## config.mk

```make
export PLATFORM = sky130hd
export DESIGN_NAME = virtual_queue_ecn_marker_core
export DESIGN_NICKNAME = d
export VERILOG_FILES = /design/src/rtl/vqem_pkg.sv /design/src/rtl/virtual_queue_ecn_marker_core.sv /design/src/rtl/vqem_cfg.sv /design/src/rtl/vqem_ctrl.sv /design/src/rtl/vqem_dp.sv
export VERILOG_INCLUDE_DIRS = /design/src /design/src/rtl
export SDC_FILE = /design/constraint.sdc
export NUM_CORES = 2
export LEC_CHECK = 0
export ABC_CLOCK_PERIOD_IN_PS = 10600
export BUFFER_PORTS_ARGS = -buffer_cell sky130_fd_sc_hd__buf_2
export CAP_MARGIN = 30
export CORE_UTILIZATION = 40
export CTS_CLUSTER_DIAMETER = 200
export DETAILED_ROUTE_END_ITERATION = 10
export GPL_ROUTABILITY_DRIVEN = 0
export SYNTH_ARGS = -nofsm -noshare
export SYNTH_HDL_FRONTEND = slang
export SYNTH_SLANG_ARGS = --single-unit
```

## constraint.sdc

```tcl
create_clock -name clk -period 10.6 [get_ports clk]
set_clock_uncertainty 0.05 [all_clocks]
set_input_delay 0.53 -clock clk [delete_from_list [all_inputs] [get_ports clk]]
set_output_delay 0.53 -clock clk [all_outputs]
set_load 0.02 [all_outputs]
```

## src/rtl/assert_macros.svh

```systemverilog
// ----------------------------------------------------------------------------
// assert_macros.svh
// Clocked assertion helpers shared by the RTL modules.
// ----------------------------------------------------------------------------
`ifndef ASSERT_MACROS_SVH
`define ASSERT_MACROS_SVH

// Expression holds at every clock edge outside reset.
`define ASSERT_ALWAYS(label, clk, rst_n, expr, msg) \
    label: assert property (@(posedge clk) disable iff (!rst_n) (expr)) else $error(msg);

// Antecedent implies consequent in the same cycle.
`define ASSERT_IMPLIES(label, clk, rst_n, ante, cons, msg) \
    label: assert property (@(posedge clk) disable iff (!rst_n) (ante) |-> (cons)) \
        else $error(msg);

// Antecedent implies consequent in the following cycle.
`define ASSERT_NEXT(label, clk, rst_n, ante, cons, msg) \
    label: assert property (@(posedge clk) disable iff (!rst_n) (ante) |=> (cons)) \
        else $error(msg);

`endif

```

## src/rtl/vqem_pkg.sv

```systemverilog
// ----------------------------------------------------------------------------
// vqem_pkg
// Types, codes and constants of the virtual queue ECN marker.
// ----------------------------------------------------------------------------
package vqem_pkg;

    localparam int VQ_W      = 32;
    localparam int OCC_W     = 7;
    localparam int CFG_IDX_W = 2;
    localparam int CFG_DAT_W = 32;

    // 1.0 packet in Q16.16
    localparam logic [VQ_W-1:0] ONE_PACKET = 32'h0001_0000;

    localparam logic OP_ENQUEUE = 1'b0;
    localparam logic OP_DEQUEUE = 1'b1;

    localparam logic [CFG_IDX_W-1:0] CFG_VQ_LIMIT      = 2'd0;
    localparam logic [CFG_IDX_W-1:0] CFG_VQ_DRAIN_RATE = 2'd1;
    localparam logic [CFG_IDX_W-1:0] CFG_QUEUE_LIMIT   = 2'd2;
    localparam logic [CFG_IDX_W-1:0] CFG_DROP_FRONT    = 2'd3;

    localparam logic [VQ_W-1:0]  RST_VQ_LIMIT      = 32'd3145728;
    localparam logic [VQ_W-1:0]  RST_VQ_DRAIN_RATE = 32'd65536;
    localparam logic [OCC_W-1:0] RST_QUEUE_LIMIT   = 7'd64;
    localparam logic             RST_DROP_FRONT    = 1'b0;

    typedef enum logic [1:0] {
        OUTCOME_ACCEPTED = 2'd0,
        OUTCOME_DROPPED  = 2'd1,
        OUTCOME_DEQUEUED = 2'd2,
        OUTCOME_EMPTY    = 2'd3
    } outcome_t;

    typedef struct packed {
        logic [VQ_W-1:0]  vq_limit;
        logic [VQ_W-1:0]  vq_drain_rate;
        logic [OCC_W-1:0] queue_limit;
        logic             drop_front;
    } cfg_t;

    typedef enum logic [2:0] {
        ST_IDLE,
        ST_MUL,
        ST_DRAIN,
        ST_GROW,
        ST_READ,
        ST_FINISH
    } ctrl_state_t;

    typedef struct packed {
        logic load;
        logic mul;
        logic drain;
        logic grow;
        logic read;
        logic finish;
    } ctrl_cmd_t;

    typedef struct packed {
        logic out_busy;
    } dp_status_t;

endpackage

```

## src/rtl/virtual_queue_ecn_marker_core.sv

```systemverilog
// ----------------------------------------------------------------------------
// virtual_queue_ecn_marker_core
// Packet FIFO with a virtual queue that drives ECN marking on dequeue.
//
// Input channel (in_valid/in_stall): one transaction per enqueue or dequeue,
// stamped with a tick count. Output channel (out_valid/out_stall): exactly
// one result per input transaction, in order.
// Config channel (cfg_valid/cfg_ready): cfg_ready is always high; index 0
// vq_limit, 1 vq_drain_rate, 2 queue_limit, 3 drop_front. Write only while
// no transaction is in flight.
// Each accepted input runs through the sequencer steps in order: capture,
// 32x32 drain multiply, drain compare, virtual queue grow with store write,
// registered store read, result write. The next input is accepted only once
// the sequencer is back in idle. A held output stalls the sequencer in its
// last step; the next input can be accepted while a finished result still
// waits.
// Reset clears the queue, virtual queue, last time and mark flag and loads
// the configuration defaults; no clearing pass is needed.
// ----------------------------------------------------------------------------
module virtual_queue_ecn_marker_core #(
    parameter int QUEUE_DEPTH = 64,
    parameter int TAG_BITS    = 16
) (
    input  logic                              clk,
    input  logic                              rst_n,
    input  logic                              in_valid,
    output logic                              in_stall,
    input  logic                              operation,
    input  logic [vqem_pkg::VQ_W-1:0]         timestamp,
    input  logic [TAG_BITS-1:0]               packet_tag,
    input  logic                              ect_in,
    input  logic                              ce_in,
    output logic                              out_valid,
    input  logic                              out_stall,
    output logic [1:0]                        outcome,
    output logic [TAG_BITS-1:0]               out_tag,
    output logic                              out_ect,
    output logic                              out_ce,
    output logic [vqem_pkg::OCC_W-1:0]        queue_length,
    output logic                              marking_active,
    input  logic                              cfg_valid,
    output logic                              cfg_ready,
    input  logic [vqem_pkg::CFG_IDX_W-1:0]    cfg_index,
    input  logic [vqem_pkg::CFG_DAT_W-1:0]    cfg_data
);
    import vqem_pkg::*;

    cfg_t       cfg;
    ctrl_cmd_t  cmd;
    dp_status_t status;

    assign cfg_ready = 1'b1;

    vqem_cfg u_cfg (
        .clk      (clk),
        .rst_n    (rst_n),
        .wr_en    (cfg_valid && cfg_ready),
        .wr_index (cfg_index),
        .wr_data  (cfg_data),
        .cfg      (cfg)
    );

    vqem_ctrl u_ctrl (
        .clk      (clk),
        .rst_n    (rst_n),
        .in_valid (in_valid),
        .in_stall (in_stall),
        .status   (status),
        .cmd      (cmd)
    );

    vqem_dp #(
        .QUEUE_DEPTH (QUEUE_DEPTH),
        .TAG_BITS    (TAG_BITS)
    ) u_dp (
        .clk            (clk),
        .rst_n          (rst_n),
        .cmd            (cmd),
        .status         (status),
        .cfg            (cfg),
        .operation      (operation),
        .timestamp      (timestamp),
        .packet_tag     (packet_tag),
        .ect_in         (ect_in),
        .ce_in          (ce_in),
        .out_valid      (out_valid),
        .out_stall      (out_stall),
        .outcome        (outcome),
        .out_tag        (out_tag),
        .out_ect        (out_ect),
        .out_ce         (out_ce),
        .queue_length   (queue_length),
        .marking_active (marking_active)
    );

endmodule

```

## src/rtl/vqem_cfg.sv

```systemverilog
// ----------------------------------------------------------------------------
// vqem_cfg
// Configuration register file, written through the cfg transaction port.
// ----------------------------------------------------------------------------
module vqem_cfg (
    input  logic                              clk,
    input  logic                              rst_n,
    input  logic                              wr_en,
    input  logic [vqem_pkg::CFG_IDX_W-1:0]    wr_index,
    input  logic [vqem_pkg::CFG_DAT_W-1:0]    wr_data,
    output vqem_pkg::cfg_t                    cfg
);
    import vqem_pkg::*;

    cfg_t cfg_reg;

    always_ff @(posedge clk or negedge rst_n)
    begin
        if (!rst_n)
        begin
            cfg_reg.vq_limit      <= RST_VQ_LIMIT;
            cfg_reg.vq_drain_rate <= RST_VQ_DRAIN_RATE;
            cfg_reg.queue_limit   <= RST_QUEUE_LIMIT;
            cfg_reg.drop_front    <= RST_DROP_FRONT;
        end
        else if (wr_en)
        begin
            unique case (wr_index)
                CFG_VQ_LIMIT:      cfg_reg.vq_limit      <= wr_data;
                CFG_VQ_DRAIN_RATE: cfg_reg.vq_drain_rate <= wr_data;
                CFG_QUEUE_LIMIT:   cfg_reg.queue_limit   <= wr_data[OCC_W-1:0];
                CFG_DROP_FRONT:    cfg_reg.drop_front    <= wr_data[0];
            endcase
        end
    end

    assign cfg = cfg_reg;

endmodule

```

## src/rtl/vqem_ctrl.sv

```systemverilog
// ----------------------------------------------------------------------------
// vqem_ctrl
// Step sequencer: accept, multiply, drain, grow/write, read, finish.
// ----------------------------------------------------------------------------
`include "assert_macros.svh"

module vqem_ctrl (
    input  logic                   clk,
    input  logic                   rst_n,
    input  logic                   in_valid,
    output logic                   in_stall,
    input  vqem_pkg::dp_status_t   status,
    output vqem_pkg::ctrl_cmd_t    cmd
);
    import vqem_pkg::*;

    ctrl_state_t state_reg;
    ctrl_state_t state_next;

    always_ff @(posedge clk or negedge rst_n)
    begin
        if (!rst_n)
        begin
            state_reg <= ST_IDLE;
        end
        else
        begin
            state_reg <= state_next;
        end
    end

    always_comb
    begin
        cmd        = '0;
        state_next = state_reg;
        in_stall   = 1'b1;
        unique case (state_reg)
            ST_IDLE:
            begin
                in_stall = 1'b0;
                if (in_valid)
                begin
                    cmd.load   = 1'b1;
                    state_next = ST_MUL;
                end
            end
            ST_MUL:
            begin
                cmd.mul    = 1'b1;
                state_next = ST_DRAIN;
            end
            ST_DRAIN:
            begin
                cmd.drain  = 1'b1;
                state_next = ST_GROW;
            end
            ST_GROW:
            begin
                cmd.grow   = 1'b1;
                state_next = ST_READ;
            end
            ST_READ:
            begin
                cmd.read   = 1'b1;
                state_next = ST_FINISH;
            end
            ST_FINISH:
            begin
                if (!status.out_busy)
                begin
                    cmd.finish = 1'b1;
                    state_next = ST_IDLE;
                end
            end
            default:
            begin
                state_next = ST_IDLE;
            end
        endcase
    end

    `ASSERT_NEXT(a_accept_starts, clk, rst_n, in_valid && !in_stall, state_reg == ST_MUL, "accepted transaction did not start multiply")
    `ASSERT_IMPLIES(a_finish_free, clk, rst_n, cmd.finish, !status.out_busy, "result overwrote a stalled transaction")

endmodule

```

## src/rtl/vqem_dp.sv

```systemverilog
// ----------------------------------------------------------------------------
// vqem_dp
// Datapath: virtual queue arithmetic, packet store and result register.
// ----------------------------------------------------------------------------
`include "assert_macros.svh"

module vqem_dp #(
    parameter int QUEUE_DEPTH = 64,
    parameter int TAG_BITS    = 16
) (
    input  logic                            clk,
    input  logic                            rst_n,
    input  vqem_pkg::ctrl_cmd_t             cmd,
    output vqem_pkg::dp_status_t            status,
    input  vqem_pkg::cfg_t                  cfg,
    input  logic                            operation,
    input  logic [vqem_pkg::VQ_W-1:0]       timestamp,
    input  logic [TAG_BITS-1:0]             packet_tag,
    input  logic                            ect_in,
    input  logic                            ce_in,
    output logic                            out_valid,
    input  logic                            out_stall,
    output logic [1:0]                      outcome,
    output logic [TAG_BITS-1:0]             out_tag,
    output logic                            out_ect,
    output logic                            out_ce,
    output logic [vqem_pkg::OCC_W-1:0]      queue_length,
    output logic                            marking_active
);
    import vqem_pkg::*;

    localparam int IDX_W   = $clog2(QUEUE_DEPTH);
    localparam int SUM_W   = ((IDX_W > OCC_W) ? IDX_W : OCC_W) + 1;
    localparam int LIM_CAP = (QUEUE_DEPTH < 127) ? QUEUE_DEPTH : 127;
    localparam int MEM_W   = TAG_BITS + 2;

    // captured transaction
    logic                op_reg;
    logic [TAG_BITS-1:0] tag_reg;
    logic                ect_reg;
    logic                ce_reg;
    logic [VQ_W-1:0]     elapsed_reg;
    logic [2*VQ_W-1:0]   product_reg;

    // persistent state
    logic [VQ_W-1:0]     last_time_reg;
    logic [VQ_W-1:0]     vlen_reg;
    logic                mark_reg;
    logic [IDX_W-1:0]    head_reg;
    logic [OCC_W-1:0]    occ_reg;

    // packet store
    logic [MEM_W-1:0]    mem [QUEUE_DEPTH];
    logic [MEM_W-1:0]    rd_data_reg;

    // result register
    logic                out_valid_reg;
    outcome_t            outcome_reg;
    logic [TAG_BITS-1:0] out_tag_reg;
    logic                out_ect_reg;
    logic                out_ce_reg;
    logic [OCC_W-1:0]    queue_length_reg;
    logic                out_mark_reg;

    logic [2*VQ_W-1:0]   product_next;
    logic [VQ_W:0]       grown;
    logic [SUM_W-1:0]    tail_sum;
    logic [IDX_W-1:0]    tail_idx;
    logic [OCC_W-1:0]    occ_inc;
    logic [OCC_W-1:0]    lim;
    logic [IDX_W-1:0]    head_inc;
    logic [IDX_W-1:0]    head_next;
    logic [OCC_W-1:0]    occ_next;
    outcome_t            outcome_next;
    logic [TAG_BITS-1:0] tag_next;
    logic                ect_next;
    logic                ce_next;

    assign product_next = (2*VQ_W)'(cfg.vq_drain_rate) * (2*VQ_W)'(elapsed_reg);
    assign grown        = (VQ_W+1)'(vlen_reg) + (VQ_W+1)'(ONE_PACKET);

    assign tail_sum = SUM_W'(head_reg) + SUM_W'(occ_reg);
    assign tail_idx = (tail_sum >= SUM_W'(QUEUE_DEPTH))
                      ? IDX_W'(tail_sum - SUM_W'(QUEUE_DEPTH))
                      : IDX_W'(tail_sum);

    assign occ_inc  = occ_reg + OCC_W'(1);
    assign lim      = (cfg.queue_limit > OCC_W'(LIM_CAP)) ? OCC_W'(LIM_CAP)
                                                          : cfg.queue_limit;
    assign head_inc = (head_reg == IDX_W'(QUEUE_DEPTH - 1)) ? '0 : head_reg + IDX_W'(1);

    always_comb
    begin
        head_next    = head_reg;
        occ_next     = occ_reg;
        outcome_next = OUTCOME_ACCEPTED;
        tag_next     = '0;
        ect_next     = 1'b0;
        ce_next      = 1'b0;
        if (op_reg == OP_ENQUEUE)
        begin
            if (occ_inc >= lim)
            begin
                outcome_next = OUTCOME_DROPPED;
                if (cfg.drop_front)
                begin
                    tag_next  = rd_data_reg[MEM_W-1:2];
                    ect_next  = rd_data_reg[1];
                    ce_next   = rd_data_reg[0];
                    head_next = head_inc;
                end
                else
                begin
                    tag_next = tag_reg;
                    ect_next = ect_reg;
                    ce_next  = ce_reg;
                end
            end
            else
            begin
                occ_next = occ_inc;
            end
        end
        else if (occ_reg != '0)
        begin
            outcome_next = OUTCOME_DEQUEUED;
            tag_next     = rd_data_reg[MEM_W-1:2];
            ect_next     = rd_data_reg[1];
            ce_next      = rd_data_reg[0] | (mark_reg & rd_data_reg[1]);
            head_next    = head_inc;
            occ_next     = occ_reg - OCC_W'(1);
        end
        else
        begin
            outcome_next = OUTCOME_EMPTY;
        end
    end

    // transaction capture and multiply
    always_ff @(posedge clk)
    begin
        if (cmd.load)
        begin
            op_reg      <= operation;
            tag_reg     <= packet_tag;
            ect_reg     <= ect_in;
            ce_reg      <= ce_in;
            elapsed_reg <= timestamp - last_time_reg;
        end
        if (cmd.mul)
        begin
            product_reg <= product_next;
        end
    end

    // virtual queue and FIFO pointers
    always_ff @(posedge clk or negedge rst_n)
    begin
        if (!rst_n)
        begin
            last_time_reg <= '0;
            vlen_reg      <= '0;
            mark_reg      <= 1'b0;
            head_reg      <= '0;
            occ_reg       <= '0;
        end
        else
        begin
            if (cmd.load)
            begin
                last_time_reg <= timestamp;
            end
            if (cmd.drain && (vlen_reg != '0))
            begin
                if (product_reg >= (2*VQ_W)'(vlen_reg))
                begin
                    vlen_reg <= '0;
                    mark_reg <= 1'b0;
                end
                else
                begin
                    vlen_reg <= vlen_reg - product_reg[VQ_W-1:0];
                end
            end
            if (cmd.grow && (op_reg == OP_ENQUEUE))
            begin
                if (grown > (VQ_W+1)'(cfg.vq_limit))
                begin
                    mark_reg <= 1'b1;
                end
                else
                begin
                    vlen_reg <= grown[VQ_W-1:0];
                end
            end
            if (cmd.finish)
            begin
                head_reg <= head_next;
                occ_reg  <= occ_next;
            end
        end
    end

    // packet store: write in grow step, registered read in read step
    always_ff @(posedge clk)
    begin
        if (cmd.grow && (op_reg == OP_ENQUEUE))
        begin
            mem[tail_idx] <= {tag_reg, ect_reg, ce_reg};
        end
        if (cmd.read)
        begin
            rd_data_reg <= mem[head_reg];
        end
    end

    // result register
    always_ff @(posedge clk or negedge rst_n)
    begin
        if (!rst_n)
        begin
            out_valid_reg <= 1'b0;
        end
        else if (cmd.finish)
        begin
            out_valid_reg <= 1'b1;
        end
        else if (!out_stall)
        begin
            out_valid_reg <= 1'b0;
        end
    end

    always_ff @(posedge clk)
    begin
        if (cmd.finish)
        begin
            outcome_reg      <= outcome_next;
            out_tag_reg      <= tag_next;
            out_ect_reg      <= ect_next;
            out_ce_reg       <= ce_next;
            queue_length_reg <= occ_next;
            out_mark_reg     <= mark_reg;
        end
    end

    assign status.out_busy = out_valid_reg && out_stall;

    assign out_valid      = out_valid_reg;
    assign outcome        = outcome_reg;
    assign out_tag        = out_tag_reg;
    assign out_ect        = out_ect_reg;
    assign out_ce         = out_ce_reg;
    assign queue_length   = queue_length_reg;
    assign marking_active = out_mark_reg;

    `ASSERT_ALWAYS(a_occ_bound, clk, rst_n, occ_reg < QUEUE_DEPTH, "occupancy at depth")
    `ASSERT_ALWAYS(a_head_bound, clk, rst_n, head_reg < QUEUE_DEPTH, "head out of range")
    `ASSERT_IMPLIES(a_mark_clear, clk, rst_n, $fell(mark_reg), vlen_reg == '0, "mark fell early")

endmodule

```

==> impl_metrics.env <==
export IMPL_totalWireLength_mm=243
export IMPL_synth_top_area_cell="sky130_fd_sc_hd__edfxtp_1"
export IMPL_dr_pass1_iters=5
export IMPL_floorplan_die_area_um2=237000
export IMPL_layout_drive_gt1_share=0.143
export IMPL_worstPathRequired_ps=11060
export IMPL_postSynth_topFlopCell="sky130_fd_sc_hd__edfxtp_1"
export IMPL_grtUsageTotal=0.209
export IMPL_ys_types=80
export IMPL_dpl_cell_count=10000
export IMPL_final_hold_viol_count=0
export IMPL_drt_drc_violations_left=0
export IMPL_via_per_inst=5.32
export IMPL_grt_overflow=0
export IMPL_tightestPinTransition_ps=1050
export IMPL_final_instance_count_excl_fill=10400
export IMPL_rrSetupSlack_ps=2120
export IMPL_timing_final_crit_share=0.800
export IMPL_worst_r2r_endpoint="u_dp.product_reg[59]$_DFFE_PP_"
export IMPL_worst_setup_path_startpoint="u_cfg.cfg[18]$_DFFE_PN0P_"
export IMPL_slew_headroom=0.299
export IMPL_pin_count=121
export IMPL_largest_reg_flops=1152
export IMPL_min_delay_worst_type="primary input to flop"
export IMPL_drt_initial_drc_count=4329
export IMPL_worst_setup_hold_path_clk_slew_ps=60
export IMPL_synth_cells_most_frequent="1313 x sky130_fd_sc_hd__edfxtp_1, 1015 x sky130_fd_sc_hd__inv_1, 899 x sky130_fd_sc_hd__fa_1"
export IMPL_worst_r2r_startpoint="u_cfg.cfg[18]$_DFFE_PN0P_"
export IMPL_synthesis_nets=8342
export IMPL_fin_crit_ps=8480
export IMPL_min_delay_path_depth=3
export IMPL_htreeDepth=4
export IMPL_synthesized_area_divided_by_synthesized_cell_count_um2=13.5
export IMPL_yosysMostFrequentCell="sky130_fd_sc_hd__edfxtp_1"
export IMPL_ys_seq_area_frac=0.461
export IMPL_setup_worst_path_start_class="flop"
export IMPL_first_global_vias=58200
export IMPL_cts_root_buffer="sky130_fd_sc_hd__clkbuf_16"
export IMPL_buffer_levels_on_the_longest_clock_path=3
export IMPL_num_vias=55300
export IMPL_fp_row_count=177
export IMPL_finalHoldWorstSlack_ps=60.1
export IMPL_die_w_um=487
export IMPL_detailed_place_hpwl_mm=168
export IMPL_critical_path_max_stage_delay_ps=780
export IMPL_holdCritStartpoint="cfg_index[1]"
export IMPL_timing_critical_path_slowest_stage_cell="sky130_fd_sc_hd__dfrtp_1"
export IMPL_clock_latency_ps=820
export IMPL_totalNegativeSetupSlack_ps=0
export IMPL_synthArstFlopShare=0.105
export IMPL_core_area_um2=233000
export IMPL_critical_path_most_common_cell="sky130_fd_sc_hd__fa_1"
export IMPL_drtAntennaViolNets=0
export IMPL_routedWlPerCell_um=23.4
export IMPL_top_area_cell_type_share_of_the_netlist_area=0.420
export IMPL_global_route_wire_length_before_repair_mm=371
export IMPL_floorplan_initialDensity=0.403
export IMPL_syn_inst=6947
export IMPL_crit_path_end="u_dp.product_reg[59]$_DFFE_PP_"
export IMPL_drv_slew=0
export IMPL_die_height_um=487
export IMPL_top_layer="met5"
export IMPL_areaGrowthSynthToFinish_pct=11.8
export IMPL_status="completed"
export IMPL_buffers_inserted_by_post_cts_timing_repair=0
export IMPL_antenna_found_initial=14
export IMPL_io_buffer_count=119
export IMPL_setup_viol=0
export IMPL_wl_met2_mm=118
export IMPL_grt_max_degree=91
export IMPL_met3WireLength_mm=16.1
export IMPL_cts_inserted_buffers=158
export IMPL_timing_max_cap_violations=0
export IMPL_crit_buf_inv=5
export IMPL_unrepaired_setup_endpoints_after_global_routing="false"
export IMPL_mappedNetlistArea_um2=93900
export IMPL_cpLargestDelayFamily="adder cells"
export IMPL_max_clock_freq_mhz=118
export IMPL_synth_seq_cells=1467
export IMPL_endpoint_kind="flop"
export IMPL_critical_path_max_fanout=20
export IMPL_worstSetupPathType="flop to flop"
export IMPL_synth_enable_flop_cells=1313
export IMPL_path_depth_of_the_worst_reg2reg_path=25
export IMPL_yosys_top_cells_area="sky130_fd_sc_hd__edfxtp_1 42%, sky130_fd_sc_hd__fa_1 19%, sky130_fd_sc_hd__mux4_2 9.1%"
export IMPL_timing_critical_path_depth=25
export IMPL_wirelength_met1_mm=102
export IMPL_share_of_the_core_filled_with_cells_in_the_final_layout=0.451
export IMPL_worst_ep_arrival_time_ps=8940
export IMPL_yosysWarningCount=0
export IMPL_cts_tree="yes"
export IMPL_n_fill_cell=20800
export IMPL_design_final_nets=8521
export IMPL_count_of_clock_tree_sinks=1467
## worst min path at each step
| stage | to | slack, ps |
|---|---|---|
| 6_report | u_cfg.cfg[0]$_DFFE_PN0P_ | 60 |
| 5_1_grt | u_cfg.cfg[32]$_DFFE_PN0P_ | 10 |
| 4_1_cts | u_cfg.cfg[32]$_DFFE_PN0P_ | 2 |
| 3_5_place_dp | u_cfg.cfg[1]$_DFFE_PN0P_ | 440 |
| 3_3_place_gp | u_cfg.cfg[1]$_DFFE_PN0P_ | 430 |
| 2_1_floorplan | u_cfg.cfg[0]$_DFFE_PN0P_ | 180 |
## layout make-up
| cell class | count | area [um2] | area share |
|---|---|---|---|
| sequential | 1467 | 43300 | 0.412 |
| timing repair buffer | 364 | 2970 | 0.0283 |
| antenna | 3 | 7.51 | 0.0000715 |
| multi-input combinational | 4120 | 45700 | 0.436 |
| clock buffer | 195 | 4170 | 0.0397 |
| clock inverter | 98 | 1080 | 0.0103 |
| tap | 3132 | 3920 | 0.0373 |
| inverter | 1015 | 3810 | 0.0363 |
## cells by family (layout without fill, tap and decap cells)
kind of cell | after synthesis | in the layout | synth area share
multiplexers | 433 | 433 | 0.0971
other | 1 | 4 | 0.0000399
AND/OR/NAND/NOR | 1617 | 1617 | 0.0853
buffers and inverters | 1360 | 1672 | 0.0548
XOR/XNOR | 158 | 158 | 0.0147
flip-flops | 1467 | 1467 | 0.461
adder cells (fa/ha/maj) | 1305 | 1305 | 0.246
AO/OA/AOI/OAI | 606 | 606 | 0.0415
## placed cells by master (no fill, tap or decap), types with 21 or more instances in the layout
| cell type | n |
|---|---|
| sky130_fd_sc_hd__clkinv_1 | 30 |
| sky130_fd_sc_hd__clkbuf_1 | 30 |
| sky130_fd_sc_hd__fa_1 | 899 |
| sky130_fd_sc_hd__buf_4 | 148 |
| sky130_fd_sc_hd__nor3_1 | 26 |
| sky130_fd_sc_hd__dlygate4sd3_1 | 78 |
| sky130_fd_sc_hd__nor2_1 | 114 |
| sky130_fd_sc_hd__mux2_2 | 47 |
| sky130_fd_sc_hd__xor2_1 | 54 |
| sky130_fd_sc_hd__and2_1 | 597 |
| sky130_fd_sc_hd__edfxtp_1 | 1313 |
| sky130_fd_sc_hd__o21a_1 | 21 |
| sky130_fd_sc_hd__mux4_2 | 378 |
| sky130_fd_sc_hd__dfrtp_1 | 146 |
| sky130_fd_sc_hd__buf_2 | 118 |
| sky130_fd_sc_hd__a21o_1 | 80 |
| sky130_fd_sc_hd__nand4_1 | 30 |
| sky130_fd_sc_hd__clkbuf_16 | 159 |
| sky130_fd_sc_hd__xnor2_1 | 104 |
| sky130_fd_sc_hd__nor2_2 | 43 |
| sky130_fd_sc_hd__a21oi_1 | 153 |
| sky130_fd_sc_hd__o21bai_1 | 23 |
| sky130_fd_sc_hd__nand2b_1 | 21 |
| sky130_fd_sc_hd__clkinv_2 | 28 |
| sky130_fd_sc_hd__ha_1 | 406 |
| sky130_fd_sc_hd__inv_1 | 1015 |
| sky130_fd_sc_hd__nand3_1 | 45 |
| sky130_fd_sc_hd__nor2b_1 | 27 |
| sky130_fd_sc_hd__o21ai_0 | 166 |
| sky130_fd_sc_hd__nand2_1 | 642 |
## metrics by stage
stage	instance area (um2)	worst slack (ps)
3_3_place_gp	98500	1820
4_1_cts	105000	1960
5_1_grt	105000	1730
2_1_floorplan	93900	3270
3_5_place_dp	98900	1990
6_report	105000	2120
## routing by layer
metal / vias to the layer above / GRT usage
met3: 348 / 0.0359
met2: 1799 / 0.340
met4: 2 / 0.0624
met1: 29100 / 0.286
li1: 24000 / -
met5: - / 0
## tightest hold or removal path, cell delays in order
cell                      delay (ps)
sky130_fd_sc_hd__buf_2           120
sky130_fd_sc_hd__nand3_1          70
sky130_fd_sc_hd__mux2_2          150
## what timing repair did
| item | 4_1_cts | 5_1_grt |
|---|---|---|
| hold buffers | 78 | 0 |
| endpoints found under the hold margin | 149 | 0 |
| resized for setup | 0 | 0 |
Power is not shown: default switching activity piles up to over one toggle a cycle in this logic, so the estimate is an artifact.
